==> config.mk <==
export PLATFORM = sky130hd
export DESIGN_NAME = token_mutex_arbiter
export DESIGN_NICKNAME = d
export VERILOG_FILES = /design/src/rtl/tma_pkg.sv /design/src/rtl/tma_wait_fifo.sv /design/src/rtl/token_mutex_arbiter.sv
export SDC_FILE = /design/constraint.sdc
export NUM_CORES = 1
export LEC_CHECK = 0
export CAP_MARGIN = 20
export CORE_UTILIZATION = 57
export DETAILED_ROUTE_END_ITERATION = 8
export DONT_BUFFER_PORTS = 1
export MAX_ROUTING_LAYER = met4
export PLACE_DENSITY = 0.75
export SETUP_SLACK_MARGIN = 0.05
export SYNTH_ARGS = -nofsm -noshare
export SYNTH_HDL_FRONTEND = slang
export SYNTH_SLANG_ARGS = --single-unit
==> constraint.sdc <==
create_clock -name clk -period 4.4 [get_ports clk]
set_input_delay 0.66 -clock clk [delete_from_list [all_inputs] [get_ports clk]]
set_output_delay 0.66 -clock clk [all_outputs]
set_load 0.005 [all_outputs]
==> src/rtl/tma_pkg.sv <==
// Shared types and codes for the token mutual-exclusion arbiter.
// Used by the top level, the wait queue and the port checker; no dependencies.
package tma_pkg;

    // Event actions.
    localparam logic ACT_REQUEST = 1'b0;
    localparam logic ACT_RELEASE = 1'b1;

    // Result status codes.
    localparam logic [2:0] ST_ENTERED     = 3'd0;
    localparam logic [2:0] ST_GOT_TOKEN   = 3'd1;
    localparam logic [2:0] ST_QUEUED      = 3'd2;
    localparam logic [2:0] ST_REPEAT      = 3'd3;
    localparam logic [2:0] ST_PASSED      = 3'd4;
    localparam logic [2:0] ST_KEPT        = 3'd5;
    localparam logic [2:0] ST_NOT_EXEC    = 3'd6;
    localparam logic [2:0] ST_BAD_SITE    = 3'd7;

    // Register map and reset values.
    localparam logic [1:0] ADDR_ACTIVE_SITES  = 2'b00;
    localparam logic [4:0] ACTIVE_SITES_RESET = 5'd16;

    // Largest value the queue count field can show.
    localparam logic [3:0] QUEUE_COUNT_MAX = 4'd15;

    // One event word.
    typedef struct packed {
        logic       action;
        logic [3:0] site;
    } tma_evt_t;

    // One result word.
    typedef struct packed {
        logic [2:0] status;
        logic [3:0] holder_site;
        logic       granted;
        logic [3:0] granted_site;
        logic [3:0] queue_count;
    } tma_res_t;

    // Commands to the wait queue.
    typedef struct packed {
        logic push;
        logic pop;
    } tma_fifo_ctl_t;

endpackage

==> src/rtl/tma_wait_fifo.sv <==
// Circular queue of sites waiting for the token, held in a small memory.
// Depends on tma_pkg for the command struct.
module tma_wait_fifo #(
    parameter int DEPTH = 16,
    parameter int SW    = 4,
    parameter int LW    = 5
) (
    input  logic                   clk,
    input  logic                   rst_n,
    input  tma_pkg::tma_fifo_ctl_t ctl,
    input  logic [SW-1:0]          push_site,
    output logic [SW-1:0]          head_site,
    output logic [LW-1:0]          level,
    output logic [LW-1:0]          level_next
);

    localparam logic [SW-1:0] LAST_PTR = SW'(DEPTH - 1);

    logic [SW-1:0] mem [DEPTH];
    logic [SW-1:0] head_reg;
    logic [SW-1:0] head_next;
    logic [SW-1:0] tail_reg;
    logic [SW-1:0] tail_next;
    logic [LW-1:0] level_reg;
    logic [SW-1:0] head_rd_reg;
    logic          bypass_reg;
    logic [SW-1:0] bypass_data_reg;
    logic          push_ok;
    logic          pop_ok;

    // A push into a full queue is dropped; a pop needs a waiting site.
    assign push_ok = ctl.push && (level_reg < LW'(DEPTH));
    assign pop_ok  = ctl.pop && (level_reg != '0);

    // Pointers wrap at the depth, which need not be a power of two.
    always_comb
    begin
        head_next = head_reg;
        tail_next = tail_reg;
        if (pop_ok)
        begin
            head_next = (head_reg == LAST_PTR) ? '0 : head_reg + SW'(1);
        end
        if (push_ok)
        begin
            tail_next = (tail_reg == LAST_PTR) ? '0 : tail_reg + SW'(1);
        end
    end

    always_comb
    begin
        level_next = level_reg;
        if (push_ok && !pop_ok)
        begin
            level_next = level_reg + LW'(1);
        end
        else if (pop_ok && !push_ok)
        begin
            level_next = level_reg - LW'(1);
        end
    end

    // Pointer and level registers.
    always_ff @(posedge clk or negedge rst_n)
    begin
        if (!rst_n)
        begin
            head_reg   <= '0;
            tail_reg   <= '0;
            level_reg  <= '0;
            bypass_reg <= 1'b0;
        end
        else
        begin
            head_reg   <= head_next;
            tail_reg   <= tail_next;
            level_reg  <= level_next;
            bypass_reg <= push_ok && (tail_reg == head_next);
        end
    end

    // Memory write at the tail and registered read of the next head entry.
    always_ff @(posedge clk)
    begin
        if (push_ok)
        begin
            mem[tail_reg] <= push_site;
        end
        head_rd_reg     <= mem[head_next];
        bypass_data_reg <= push_site;
    end

    // A site written into an empty queue is taken from the bypass register.
    assign head_site = bypass_reg ? bypass_data_reg : head_rd_reg;
    assign level     = level_reg;

endmodule

==> src/rtl/token_mutex_arbiter.sv <==
// Token-based mutual exclusion arbiter: top level with event decision and state.
// Depends on tma_pkg and tma_wait_fifo.
//
// Each event word (request or release from one site) is taken into an input register,
// where the request and served counts of that site are also read from their memories.
// Once the result register has room, one decision stage reads the token state, updates it and
// loads the result register, which raises the result valid; a result word that is not taken
// is held in that register until the result side takes it.
// One event is accepted per clock as long as the result side keeps taking words;
// the rate is set by that single decision stage, which must finish one event's state update
// before it decides the next. The count memories need no clearing pass: a valid bit per
// entry makes an unwritten count read as zero.
module token_mutex_arbiter #(
    parameter int MAX_SITES   = 16,
    parameter int COUNT_WIDTH = 16
) (
    input  logic              clk,
    input  logic              rst_n,
    input  logic              evt_valid,
    output logic              evt_ready,
    input  tma_pkg::tma_evt_t evt,
    output logic              res_valid,
    input  logic              res_ready,
    output tma_pkg::tma_res_t res,
    input  logic              psel,
    input  logic              penable,
    input  logic              pwrite,
    input  logic [1:0]        paddr,
    input  logic [31:0]       pwdata,
    output logic [31:0]       prdata,
    output logic              pready
);

    localparam int SW    = $clog2(MAX_SITES);
    localparam int LW    = $clog2(MAX_SITES + 1);
    localparam int LIM_W = (LW > 5) ? LW : 5;

    // Configuration register.
    logic [4:0] active_reg;

    // Input stage.
    logic                   a_valid_reg;
    tma_pkg::tma_evt_t      a_evt_reg;
    logic [COUNT_WIDTH-1:0] a_req_cnt_reg;
    logic [COUNT_WIDTH-1:0] a_srv_cnt_reg;

    // Token state.
    logic [SW-1:0]        holder_reg;
    logic [SW-1:0]        holder_next;
    logic                 busy_reg;
    logic                 busy_next;
    logic [MAX_SITES-1:0] requesting_reg;
    logic [MAX_SITES-1:0] requesting_next;
    logic [MAX_SITES-1:0] req_vld_reg;
    logic [MAX_SITES-1:0] srv_vld_reg;
    logic [COUNT_WIDTH-1:0] req_mem [MAX_SITES];
    logic [COUNT_WIDTH-1:0] srv_mem [MAX_SITES];

    // Result stage.
    logic              res_valid_reg;
    tma_pkg::tma_res_t res_reg;

    // Decision signals.
    logic                   evt_accept;
    logic                   advance;
    logic [SW-1:0]          rd_idx;
    logic [SW-1:0]          sidx;
    logic [LIM_W-1:0]       act_wide;
    logic [LIM_W-1:0]       lim;
    logic                   bad_site;
    logic                   is_holder;
    logic                   exec_s;
    logic                   fresh;
    logic                   req_we;
    logic                   srv_we;
    logic [COUNT_WIDTH-1:0] req_wdata;
    logic [COUNT_WIDTH-1:0] srv_inc;
    logic                   push_cond;
    logic                   pop_cond;
    logic [2:0]             status;
    logic                   granted;
    logic [SW-1:0]          gsite;
    tma_pkg::tma_fifo_ctl_t fifo_ctl;
    logic [SW-1:0]          head_site;
    logic [LW-1:0]          fifo_level;
    logic [LW-1:0]          fifo_level_next;
    tma_pkg::tma_res_t      res_next;

    // Handshakes: the input register moves on when the result register has room.
    assign advance    = a_valid_reg && (!res_valid_reg || res_ready);
    assign evt_ready  = !a_valid_reg || advance;
    assign evt_accept = evt_valid && evt_ready;
    assign res_valid  = res_valid_reg;
    assign res        = res_reg;

    // Configuration port.
    assign pready = 1'b1;
    assign prdata = (paddr == tma_pkg::ADDR_ACTIVE_SITES) ? 32'(active_reg) : '0;

    // Number of sites in use, clamped to the legal range.
    assign act_wide = LIM_W'(active_reg);
    always_comb
    begin
        priority if (act_wide < LIM_W'(2))
        begin
            lim = LIM_W'(2);
        end
        else if (act_wide > LIM_W'(MAX_SITES))
        begin
            lim = LIM_W'(MAX_SITES);
        end
        else
        begin
            lim = act_wide;
        end
    end

    // Only the holder can be executing, so one busy bit stands for all executing flags.
    assign rd_idx    = SW'(evt.site);
    assign sidx      = SW'(a_evt_reg.site);
    assign bad_site  = LIM_W'(a_evt_reg.site) >= lim;
    assign is_holder = (holder_reg == sidx);
    assign exec_s    = is_holder && busy_reg;
    assign req_wdata = a_req_cnt_reg + COUNT_WIDTH'(1);
    assign srv_inc   = a_srv_cnt_reg + COUNT_WIDTH'(1);
    assign fresh     = (srv_inc == req_wdata);

    // Event decision.
    always_comb
    begin
        holder_next     = holder_reg;
        busy_next       = busy_reg;
        requesting_next = requesting_reg;
        req_we          = 1'b0;
        srv_we          = 1'b0;
        push_cond       = 1'b0;
        pop_cond        = 1'b0;
        status          = tma_pkg::ST_BAD_SITE;
        granted         = 1'b0;
        gsite           = '0;
        priority if (bad_site)
        begin
            status = tma_pkg::ST_BAD_SITE;
        end
        else if (a_evt_reg.action == tma_pkg::ACT_REQUEST)
        begin
            priority if (requesting_reg[sidx] || exec_s)
            begin
                status = tma_pkg::ST_REPEAT;
            end
            else if (is_holder)
            begin
                req_we    = 1'b1;
                busy_next = 1'b1;
                status    = tma_pkg::ST_ENTERED;
                granted   = 1'b1;
                gsite     = sidx;
            end
            else if (fresh && !busy_reg)
            begin
                req_we      = 1'b1;
                holder_next = sidx;
                busy_next   = 1'b1;
                status      = tma_pkg::ST_GOT_TOKEN;
                granted     = 1'b1;
                gsite       = sidx;
            end
            else
            begin
                // A stale request is marked but never queued.
                req_we                = 1'b1;
                requesting_next[sidx] = 1'b1;
                push_cond             = fresh;
                status                = tma_pkg::ST_QUEUED;
            end
        end
        else
        begin
            priority if (!exec_s)
            begin
                status = tma_pkg::ST_NOT_EXEC;
            end
            else if (fifo_level != '0)
            begin
                srv_we                     = 1'b1;
                pop_cond                   = 1'b1;
                holder_next                = head_site;
                busy_next                  = 1'b1;
                requesting_next[head_site] = 1'b0;
                status                     = tma_pkg::ST_PASSED;
                granted                    = 1'b1;
                gsite                      = head_site;
            end
            else
            begin
                srv_we    = 1'b1;
                busy_next = 1'b0;
                status    = tma_pkg::ST_KEPT;
            end
        end
    end

    assign fifo_ctl.push = advance && push_cond;
    assign fifo_ctl.pop  = advance && pop_cond;

    tma_wait_fifo #(
        .DEPTH (MAX_SITES),
        .SW    (SW),
        .LW    (LW)
    ) u_wait_fifo (
        .clk        (clk),
        .rst_n      (rst_n),
        .ctl        (fifo_ctl),
        .push_site  (sidx),
        .head_site  (head_site),
        .level      (fifo_level),
        .level_next (fifo_level_next)
    );

    // Result word.
    always_comb
    begin
        res_next.status       = status;
        res_next.holder_site  = 4'(holder_next);
        res_next.granted      = granted;
        res_next.granted_site = 4'(gsite);
        res_next.queue_count  = (fifo_level_next > LW'(tma_pkg::QUEUE_COUNT_MAX))
                                ? tma_pkg::QUEUE_COUNT_MAX : 4'(fifo_level_next);
    end

    // Control registers.
    always_ff @(posedge clk or negedge rst_n)
    begin
        if (!rst_n)
        begin
            active_reg     <= tma_pkg::ACTIVE_SITES_RESET;
            a_valid_reg    <= 1'b0;
            holder_reg     <= '0;
            busy_reg       <= 1'b0;
            requesting_reg <= '0;
            req_vld_reg    <= '0;
            srv_vld_reg    <= '0;
            res_valid_reg  <= 1'b0;
        end
        else
        begin
            if (psel && penable && pwrite && (paddr == tma_pkg::ADDR_ACTIVE_SITES))
            begin
                active_reg <= pwdata[4:0];
            end
            if (evt_accept)
            begin
                a_valid_reg <= 1'b1;
            end
            else if (advance)
            begin
                a_valid_reg <= 1'b0;
            end
            if (advance)
            begin
                holder_reg     <= holder_next;
                busy_reg       <= busy_next;
                requesting_reg <= requesting_next;
                if (req_we)
                begin
                    req_vld_reg[sidx] <= 1'b1;
                end
                if (srv_we)
                begin
                    srv_vld_reg[sidx] <= 1'b1;
                end
                res_valid_reg <= 1'b1;
            end
            else if (res_ready)
            begin
                res_valid_reg <= 1'b0;
            end
        end
    end

    // Count memories, input stage payload and result payload.
    always_ff @(posedge clk)
    begin
        if (advance && req_we)
        begin
            req_mem[sidx] <= req_wdata;
        end
        if (advance && srv_we)
        begin
            srv_mem[sidx] <= a_req_cnt_reg;
        end
        if (evt_accept)
        begin
            a_evt_reg <= evt;
            // Forward a count written by the event leaving the input stage.
            if (advance && req_we && (sidx == rd_idx))
            begin
                a_req_cnt_reg <= req_wdata;
            end
            else
            begin
                a_req_cnt_reg <= req_vld_reg[rd_idx] ? req_mem[rd_idx] : '0;
            end
            if (advance && srv_we && (sidx == rd_idx))
            begin
                a_srv_cnt_reg <= a_req_cnt_reg;
            end
            else
            begin
                a_srv_cnt_reg <= srv_vld_reg[rd_idx] ? srv_mem[rd_idx] : '0;
            end
        end
        if (advance)
        begin
            res_reg <= res_next;
        end
    end

endmodule

==> flow_summary.ini, run 1 <==
[grt]
grt_max_degree = 139
grt_util_met1_pct = 33.71
gr-total-overflow = 0
grt_pass1_wl_mm = 95.94
antenna_found_initial = 0
met2_usage_pct = 40.56
grt_pass1_vias = 15617
met3_usage_pct = 4.183
grt.busiest_layer = met2
grt_usage_pct = 25.56

[floorplanning]
io_pins = 97
start_util_pct = 58.23
die_w_um = 229.1
coreArea_sq_mm = 0.05048
core.rowCount = 82
die_area_sq_mm = 0.05248
fp.dieH_um = 229.1

[drt]
wirelength_mm = 63.18
vias_per_cell = 6.345
antenna_left = 0
num_vias = 15361
drc = 0
dr.first_iter.drc_count = 1543
wl_per_cell_um = 26.10
firstDrtPassIters = 5

[min_path]
hold_path_class = input pin to flop

[yosys]
yosysUniqueCellTypes = 74
ys.flop_type = edfxtp_1
synth_cells = 1630
synth-warning-count = 0
synth-edff-count = 629
async_reset_ff_share_pct = 10.41
seq_area_frac_synth_pct = 71.11
syn_area_sq_mm = 0.02939
ys_ff_latch = 711
avgSynthCellArea_sq_um = 18.03

[sta]
skew_ns = 0.01804
finalCritPeriodShare_pct = 89.76
rsz0062_at_grt = no
whs_ns = 0.1602
setup_tns_ns = 0
hold_viol_final = 0
slew_violations = 0
tightest_slew_ns = 0.9669
finalSetupViolCount = 0
fmaxAchievable_mhz = 253.2
period_needed_ns = 3.950
maxSlewHeadroom_pct = 35.54

[clock_network]
clk_latency_ns = 0.60
cts_buffer_depth = 3
cts_tree = built
cts_root_buffer = clkbuf_16
clk_pin_slew_ns = 0.06
cts_inserted_buffers = 70
htreeDepth = 3
cts_resized = 0
post_cts_buffers = 0
clock-sinks = 711

[cells_and_area]
layout_commonest_cell = edfxtp_1
final_layout_size_suffix_gt1_share_pct = 25.33
syn_to_final_growth_pct = 10.93
final_cell_mix = 629 x edfxtp_1, 173 x mux4_2, 73 x dfrtp_1, 73 x clkbuf_16, 69 x buf_4
diodes = 0
final.fill_count = 3339
final_cells = 2421
reg_top3 = req_mem: 256 flops, srv_mem: 256 flops, u_wait_fifo.mem: 64 flops
fin_nets = 1759

[setup_path]
startpoint_type = flop
cp-end-kind = flop
path_max_fanout = 18
worstPathRequired_ns = 4.65
cp.arrival_ns = 4.20
worstSetupPathType = flop to flop

[placement]
dp_hpwl_mm = 34.97
place.gp.congestion = 0.9011
place_inst = 2297
io_buffers = 0

[pwr]
max-vdd-ir-drop_mv = 0.4858
power_density_mw_per_mm2 = 463.2
p_leak_nw = 10.93

[run_status]
status = finished, final reports clean

[run]
cap_violations = 0
final timing paths:
path	startpoint	end	slack, ns	cells after the start
min reg2reg	srv_vld_reg[12]$_DFFE_PN0P_	srv_vld_reg[12]$_DFFE_PN0P_	0.46	1
max	sidx[0]$_DFFE_PP_	u_wait_fifo.mem[6][0]$_DFFE_PP_	0.45	9
min in group asynchronous	rst_n	req_vld_reg[8]$_DFFE_PN0P_	0.62	2
max in group asynchronous	rst_n	srv_vld_reg[1]$_DFFE_PN0P_	3.43	2
max reg2reg	sidx[0]$_DFFE_PP_	u_wait_fifo.mem[6][0]$_DFFE_PP_	0.45	9
min	evt[4]	a_evt_reg[4]$_DFFE_PP_	0.16	0
cell type report:
cell class                      count  area (sq um)  share of cell area (%)
Timing Repair Buffer               72         575.6                   1.765
Inverter                           28         105.1                  0.3223
Tap cell                          672         840.8                   2.579
Clock buffer                       92          1908                   5.852
Multi-Input combinational cell    817          8084                   24.79
Clock inverter                     29         191.4                  0.5871
Sequential cell                   711         20900                   64.10
power by group:
| group | leakage (nW) | total [W] | internal [W] | switching, W |
|---|---|---|---|---|
| combinational | 3.18 | 0.00161 | 0.000698 | 0.000914 |
| sequential | 6.72 | 0.00794 | 0.00774 | 0.000193 |
| clock | 1.02 | 0.00556 | 0.00316 | 0.00239 |
repair_timing:
action,4_1_cts,5_1_grt
endpoints found under the setup margin,0,0
hold buffers,2,0
endpoints found under the hold margin,74,0
stage by stage:
stage / utilization (%) / worst slack, ns / cell area (sq um) / total power, W
floorplan: - / 0.1517 / 29490 / 0.009219
global placement: 60.35 / 0.5237 / 30460 / 0.009555
detailed placement: 60.35 / 0.4641 / 30460 / 0.009625
CTS: 64.58 / 0.4395 / 32600 / 0.01516
global route: 64.59 / 0.2732 / 32610 / 0.01558
finish: 64.59 / 0.4505 / 32610 / 0.01510
metal layers:
layer / part of all wire [%] / wire length [um] / up-vias
li1: - / - / 6595
met1: 40 / 25000 / 7939
met2: 50 / 31580 / 716
met3: 7.6 / 4774 / 111
met4: 2.9 / 1830 / 0
met5: 0 / 0 / -
worst max-delay path: stages, from the launching register on:
cell and delay [ns]:
edfxtp_1 0.60, mux4_1 0.63, mux4_2 0.53, nor3_4 0.19, o211ai_4 0.18, or3_4 0.38
nor4b_4 0.33, buf_4 0.29, nand2_2 0.16, nor2_1 0.32
synthesized netlist by cell type, types with 4 or more instances:
| library cell | instances | area share [%] |
|---|---|---|
| mux2_2 | 21 | 0.80 |
| dfrtp_1 | 73 | 6.2 |
| clkbuf_1 | 47 | 0.60 |
| o22ai_1 | 15 | 0.32 |
| ha_1 | 13 | 0.55 |
| o22a_1 | 7 | 0.21 |
| buf_2 | 4 | 0.068 |
| mux4_2 | 173 | 13 |
| nor3_2 | 4 | 0.14 |
| a21o_1 | 15 | 0.38 |
| edfxtp_1 | 629 | 64 |
| a22oi_1 | 4 | 0.10 |
| nor4_1 | 10 | 0.21 |
| buf_1 | 18 | 0.23 |
| o21a_1 | 7 | 0.18 |
| o31a_1 | 4 | 0.12 |
| o221ai_1 | 12 | 0.36 |
| a21oi_1 | 10 | 0.17 |
| nand2b_1 | 46 | 0.98 |
| dfxtp_1 | 8 | 0.54 |
| o41ai_1 | 5 | 0.15 |
| and4_1 | 5 | 0.15 |
| o21ai_0 | 54 | 0.92 |
| nor2_1 | 78 | 1.0 |
| nand2_1 | 68 | 0.87 |
| or2_2 | 35 | 0.74 |
| nand3_1 | 31 | 0.53 |
| inv_1 | 28 | 0.36 |
| nor3_1 | 18 | 0.31 |
| xnor2_1 | 29 | 0.86 |
| and3_1 | 4 | 0.085 |
| buf_4 | 29 | 0.74 |
| nand4_1 | 17 | 0.36 |
| and2_1 | 13 | 0.28 |
| nor2b_1 | 12 | 0.26 |
| xor2_1 | 8 | 0.24 |
| a211o_1 | 4 | 0.12 |
| o211ai_1 | 6 | 0.15 |
| mux2i_1 | 12 | 0.41 |
logic make-up after synthesis:
logic type | synth area share, %
AO/OA/AOI/OAI | 3.929
buffers and inverters | 2.073
multiplexers | 14.56
other | 0.02555
XOR/XNOR | 1.179
flip-flops | 71.11
AND/OR/NAND/NOR | 6.576
adder cells (fa/ha/maj) | 0.5534
(Power assumes the default switching activity.)
==> run 2, diff against run 1 <==
CORE_UTILIZATION = 60   (was 57)
CTS_BUF_LIST = sky130_fd_sc_hd__clkbuf_4 sky130_fd_sc_hd__clkbuf_8   (was unset)
PLACE_DENSITY = 0.79   (was 0.75)
==> flow_summary.ini, run 2 (synthesis results as in run 1) <==
[clock_network]
cts_resized = 0
cts_root_buffer = clkbuf_8
post_cts_buffers = 0
clock-sinks = 711
cts_buffer_depth = 3
cts_tree = built
htreeDepth = 3
cts_inserted_buffers = 106
clk_pin_slew_ns = 0.07
clk_latency_ns = 0.72

[drt]
wirelength_mm = 62.46
firstDrtPassIters = 5
vias_per_cell = 6.428
dr.first_iter.drc_count = 1796
num_vias = 15679
wl_per_cell_um = 25.61
antenna_left = 0
drc = 0

[run_status]
status = finished, final reports clean

[placement]
place_inst = 2240
placed_area_sq_mm = 0.03039
preCtsSetupSlack_ns = 0.3677
io_buffers = 0
dp_hpwl_mm = 35.46
place.gp.congestion = 0.8893

[setup_path]
reg2reg_depth = 8
slowest_delay_ns = 0.64
rrSetupSlack_ns = 0.37
worstPathRequired_ns = 4.75
cp-end-kind = flop
cp_slowest_cell = edfxtp_1
cp.arrival_ns = 4.38
startpoint_type = flop
crit_path_cell_trace = mux4_1 > mux4_2 > nor3_4 > o211ai_4 > or3_4 > nor4b_4 > nand2_1 > nor3_1
worstSetupPathType = flop to flop
path_max_fanout = 10

[cells_and_area]
final_cells = 2439
multi_input_area_sq_mm = 0.008084
register_area_sq_mm = 0.02090
fin_nets = 1795
stdcell_area_sq_mm = 0.03273
diodes = 0
syn_to_final_growth_pct = 11.34
final_cell_mix = 629 x edfxtp_1, 173 x mux4_2, 117 x clkbuf_8, 73 x dfrtp_1, 69 x buf_4
reg_top3 = req_mem: 256 flops, srv_mem: 256 flops, u_wait_fifo.mem: 64 flops
final.fill_count = 3016
layout_commonest_cell = edfxtp_1
final_layout_size_suffix_gt1_share_pct = 29.22

[min_path]
min_path_cells = 0
hold_path_class = input pin to flop

[sta]
slew_violations = 0
worst_slack_ns = 0.3733
maxSlewHeadroom_pct = 32.73
whs_ns = 0.04320
fmaxAchievable_mhz = 248.3
finalSetupViolCount = 0
hold_viol_final = 0
setup_tns_ns = 0
rsz0062_at_grt = no
tightest_slew_ns = 1.009
period_needed_ns = 4.027
skew_ns = 0.03120
finalCritPeriodShare_pct = 91.52

[floorplanning]
die_w_um = 223.3
fp.dieH_um = 223.3
io_pins = 97
core.rowCount = 80
die_area_sq_mm = 0.04988
coreArea_sq_mm = 0.04805
start_util_pct = 61.18

[grt]
gr-total-overflow = 0
grt_max_degree = 139
grt_pass1_vias = 16160
grt_usage_pct = 26.70
grt_pass1_wl_mm = 94.16
antenna_found_initial = 0

[pwr]
power_density_mw_per_mm2 = 464.8
p_leak_nw = 11.11
max-vdd-ir-drop_mv = 0.3798

[run]
cap_violations = 0
[run 2: cell types whose count changed in the layout (fill, tap and decap cells not counted), sizes merged]
cell,change
bufinv,+6
clkbuf,+55
clkinv,+8
clkinvlp,+3
inv,+3
[run 2: worst paths after layout]
check | start | endpoint
worst min-delay path | evt[3] | sidx[3]$_DFFE_PP_
worst max-delay path | sidx[0]$_DFFE_PP_ | u_wait_fifo.mem[3][1]$_DFFE_PP_
worst min register to register | req_vld_reg[14]$_DFFE_PN0P_ | req_vld_reg[14]$_DFFE_PN0P_
min in group asynchronous | rst_n | requesting_reg[12]$_DFFE_PN0P_
max in group asynchronous | rst_n | act_wide[4]$_DFFE_PN1P_
worst max register to register | sidx[0]$_DFFE_PP_ | u_wait_fifo.mem[3][1]$_DFFE_PP_
[run 2: area by class of cell]
| class | instances | area share (%) |
|---|---|---|
| flip-flops and latches | 711 | 63.86 |
| clock buffers | 147 | 5.608 |
| well taps | 615 | 2.351 |
| inverters | 28 | 0.3211 |
| repair buffers | 72 | 1.759 |
| clock inverters | 49 | 1.399 |
| multi-input cells | 817 | 24.70 |
[run 2: per-stage QoR]
step                power, W  utilization (%)
global placement    0.009549            63.25
detailed placement  0.009628            63.25
CTS                  0.01527            68.10
finish               0.01521            68.12
global route         0.01572            68.12
floorplan           0.009219                -
[run 2: what timing repair did]
action / in CTS / in global routing
endpoints found under the hold margin: 74 / 0
setup endpoints to repair: 0 / 0
hold buffers: 2 / 0
[run 2: critical path: cells and delay by family, from the launching register on]
family          cells  cell delay [ns]
simple gates        5             1.69
compound gates      1             0.17
mux                 2             1.16
flops               1             0.64
[run 2: layer usage]
| layer | global-route usage, % | up-vias | share of wire [%] |
|---|---|---|---|
| met5 | - | - | 0 |
| met3 | 4.794 | 129 | 7.7 |
| met1 | 34.24 | 8074 | 39 |
| met4 | 10.34 | 0 | 2.7 |
| li1 | - | 6700 | - |
| met2 | 43.04 | 776 | 51 |
[run 2: power by group]
group | switching (W) | internal [W] | leakage [nW] | total, W
combinational | 0.000905 | 0.000696 | 3.18 | 0.00160
clock | 0.00249 | 0.00318 | 1.20 | 0.00568
sequential | 0.000194 | 0.00774 | 6.72 | 0.00794
total | 0.00359 | 0.0116 | 11.1 | 0.0152
==> run 3, diff against run 2 <==
==> constraint.sdc (replaced) <==
create_clock -name clk -period 4.4 [get_ports clk]
set_input_delay 0 -clock clk [delete_from_list [all_inputs] [get_ports clk]]
set_output_delay 0 -clock clk [all_outputs]
set_load 0.005 [all_outputs]
==> flow_summary.ini, run 3 (synthesis results as in run 1) <==
[clock_network]
clk_pin_slew_ns = 0.07
htreeDepth = 3
cts_tree = built
post_cts_buffers = 0
cts_inserted_buffers = 108
cts_root_buffer = clkbuf_8
clk_latency_ns = 0.72
cts_buffer_depth = 3
clock-sinks = 711

[sta]
fmaxAchievable_mhz = 248.2
tightest_slew_ns = 1.043
maxSlewHeadroom_pct = 28.50
finalSetupViolCount = 0
slew_violations = 0
skew_ns = 0.03607
worst_slack_ns = 0.3709
period_needed_ns = 4.029
finalCritPeriodShare_pct = 91.57
hold_viol_final = 0
rsz0062_at_grt = no
whs_ns = 0.02838
setup_tns_ns = 0

[setup_path]
worstPathRequired_ns = 4.92
cp-end-kind = flop
worstSetupPathType = flop to flop
path_max_fanout = 22
rrSetupSlack_ns = 0.37
startpoint_type = flop
cp_slowest_cell = a21oi_1
cp.buffers_inverters = 4
cp.arrival_ns = 4.55
cp_top_family = compound AO/OA/AOI/OAI gates
crit_path_cell_trace = buf_4 > inv_1 > ha_1 > nand2b_1 > a21oi_1 > o21ai_0 > a21oi_1 > mux2i_1 > buf_4 > inv_1 > a21o_1 > o221ai_1 > nand4_1
slowest_delay_ns = 0.65

[floorplanning]
die_w_um = 223.3
fp.dieH_um = 223.3
die_area_sq_mm = 0.04988
coreArea_sq_mm = 0.04805
core.rowCount = 80
start_util_pct = 61.18
io_pins = 97

[drt]
vias_per_cell = 6.392
drc = 0
wirelength_mm = 64.67
dr.first_iter.drc_count = 1959
num_vias = 15794
antenna_left = 0
wl_per_cell_um = 26.17
firstDrtPassIters = 6

[cells_and_area]
diodes = 0
final_cell_mix = 629 x edfxtp_1, 173 x mux4_2, 114 x clkbuf_8, 73 x dfrtp_1
fin_nets = 1821
syn_to_final_growth_pct = 12.05
layout_commonest_cell = edfxtp_1
reg_top3 = req_mem: 256 flops, srv_mem: 256 flops, u_wait_fifo.mem: 64 flops
final.fill_count = 2943
final_layout_size_suffix_gt1_share_pct = 29.09
stdcell_area_sq_mm = 0.03294

[run_status]
status = finished, final reports clean

[grt]
antenna_found_initial = 0
gr-total-overflow = 0
grt_max_degree = 139
grt_pass1_vias = 16101
grt_usage_pct = 27.74
grt_pass1_wl_mm = 97.84

[run]
cap_violations = 0

[placement]
placed_area_sq_mm = 0.03038
place.gp.congestion = 0.8564
io_buffers = 0
preCtsSetupSlack_ns = 0.4751
dp_hpwl_mm = 35.73

[pwr]
p_leak_nw = 11.23
max-vdd-ir-drop_mv = 0.3876
power.total_w = 0.01509
power_density_mw_per_mm2 = 458.3

[min_path]
hold_path_class = input pin to flop
==> run 3: cell types whose count changed in the layout (fill, tap and decap cells not counted), moves of 5 or more <==
cell           change
clkinvlp_4         -5
dlygate4sd3_1     +22
clkbuf_4          +14
bufinv_16          -5
==> run 3: per-stage QoR <==
step	util, %	instances
after CTS	68.54	2470
after floorplan	-	1656
after detailed placement	63.23	2239
final	68.55	2471
after global routing	68.55	2471
after global placement	63.23	2239
==> run 3: power breakdown <==
| part | internal [W] | switching [W] |
|---|---|---|
| combinational | 0.000727 | 0.000939 |
| sequential | 0.00774 | 0.000204 |
| clock | 0.00297 | 0.00251 |
| total | 0.0114 | 0.00365 |
==> run 3: layout make-up <==
type | count | area [sq um] | area share [%]
clock buffers | 158 | 1899 | 5.767
clock inverters | 46 | 310.3 | 0.9421
inverters | 28 | 105.1 | 0.3191
multi-input cells | 817 | 8080 | 24.53
flip-flops and latches | 711 | 20900 | 63.46
well taps | 615 | 769.5 | 2.336
repair buffers | 96 | 870.8 | 2.644
==> run 3: worst register-to-register path: cells and delay by family, from the launching register on <==
kind | cells | cell delay, ns
AOI/OAI and AO/OA | 5 | 1.52
buffers and inverters | 4 | 0.89
DFF | 1 | 0.49
and+or+nand+nor | 2 | 0.36
adders and majority gates | 1 | 0.30
muxes | 1 | 0.27
==> run 3: repair_timing <==
item	4_1_cts	5_1_grt
gates resized for setup	0	0
hold endpoints to repair	118	0
hold buffers	27	0
==> run 3: final timing paths <==
kind                                       startpoint                            endpoint  cells past startpoint
setup / recovery                    sidx[0]$_DFFE_PP_  u_wait_fifo.head_rd_reg[3]$_DFF_P_                     13
hold / removal                                 evt[2]         a_srv_cnt_reg[11]$_DFFE_PP_                      4
setup reg to reg                    sidx[0]$_DFFE_PP_  u_wait_fifo.head_rd_reg[3]$_DFF_P_                     13
hold reg to reg            req_vld_reg[2]$_DFFE_PN0P_          req_vld_reg[2]$_DFFE_PN0P_                      1
max in group asynchronous                       rst_n         req_vld_reg[13]$_DFFE_PN0P_                      4
min in group asynchronous                       rst_n             act_wide[4]$_DFFE_PN1P_                      3
==> run 3: routing by layer <==
metal | vias to the layer above | part of all wire [%] | GRT usage (%)
li1 | 6763 | - | -
met1 | 8037 | 38 | 36.16
met2 | 840 | 50 | 43.77
met3 | 154 | 8.8 | 5.136
met4 | 0 | 3.1 | 11.20
met5 | - | 0 | -
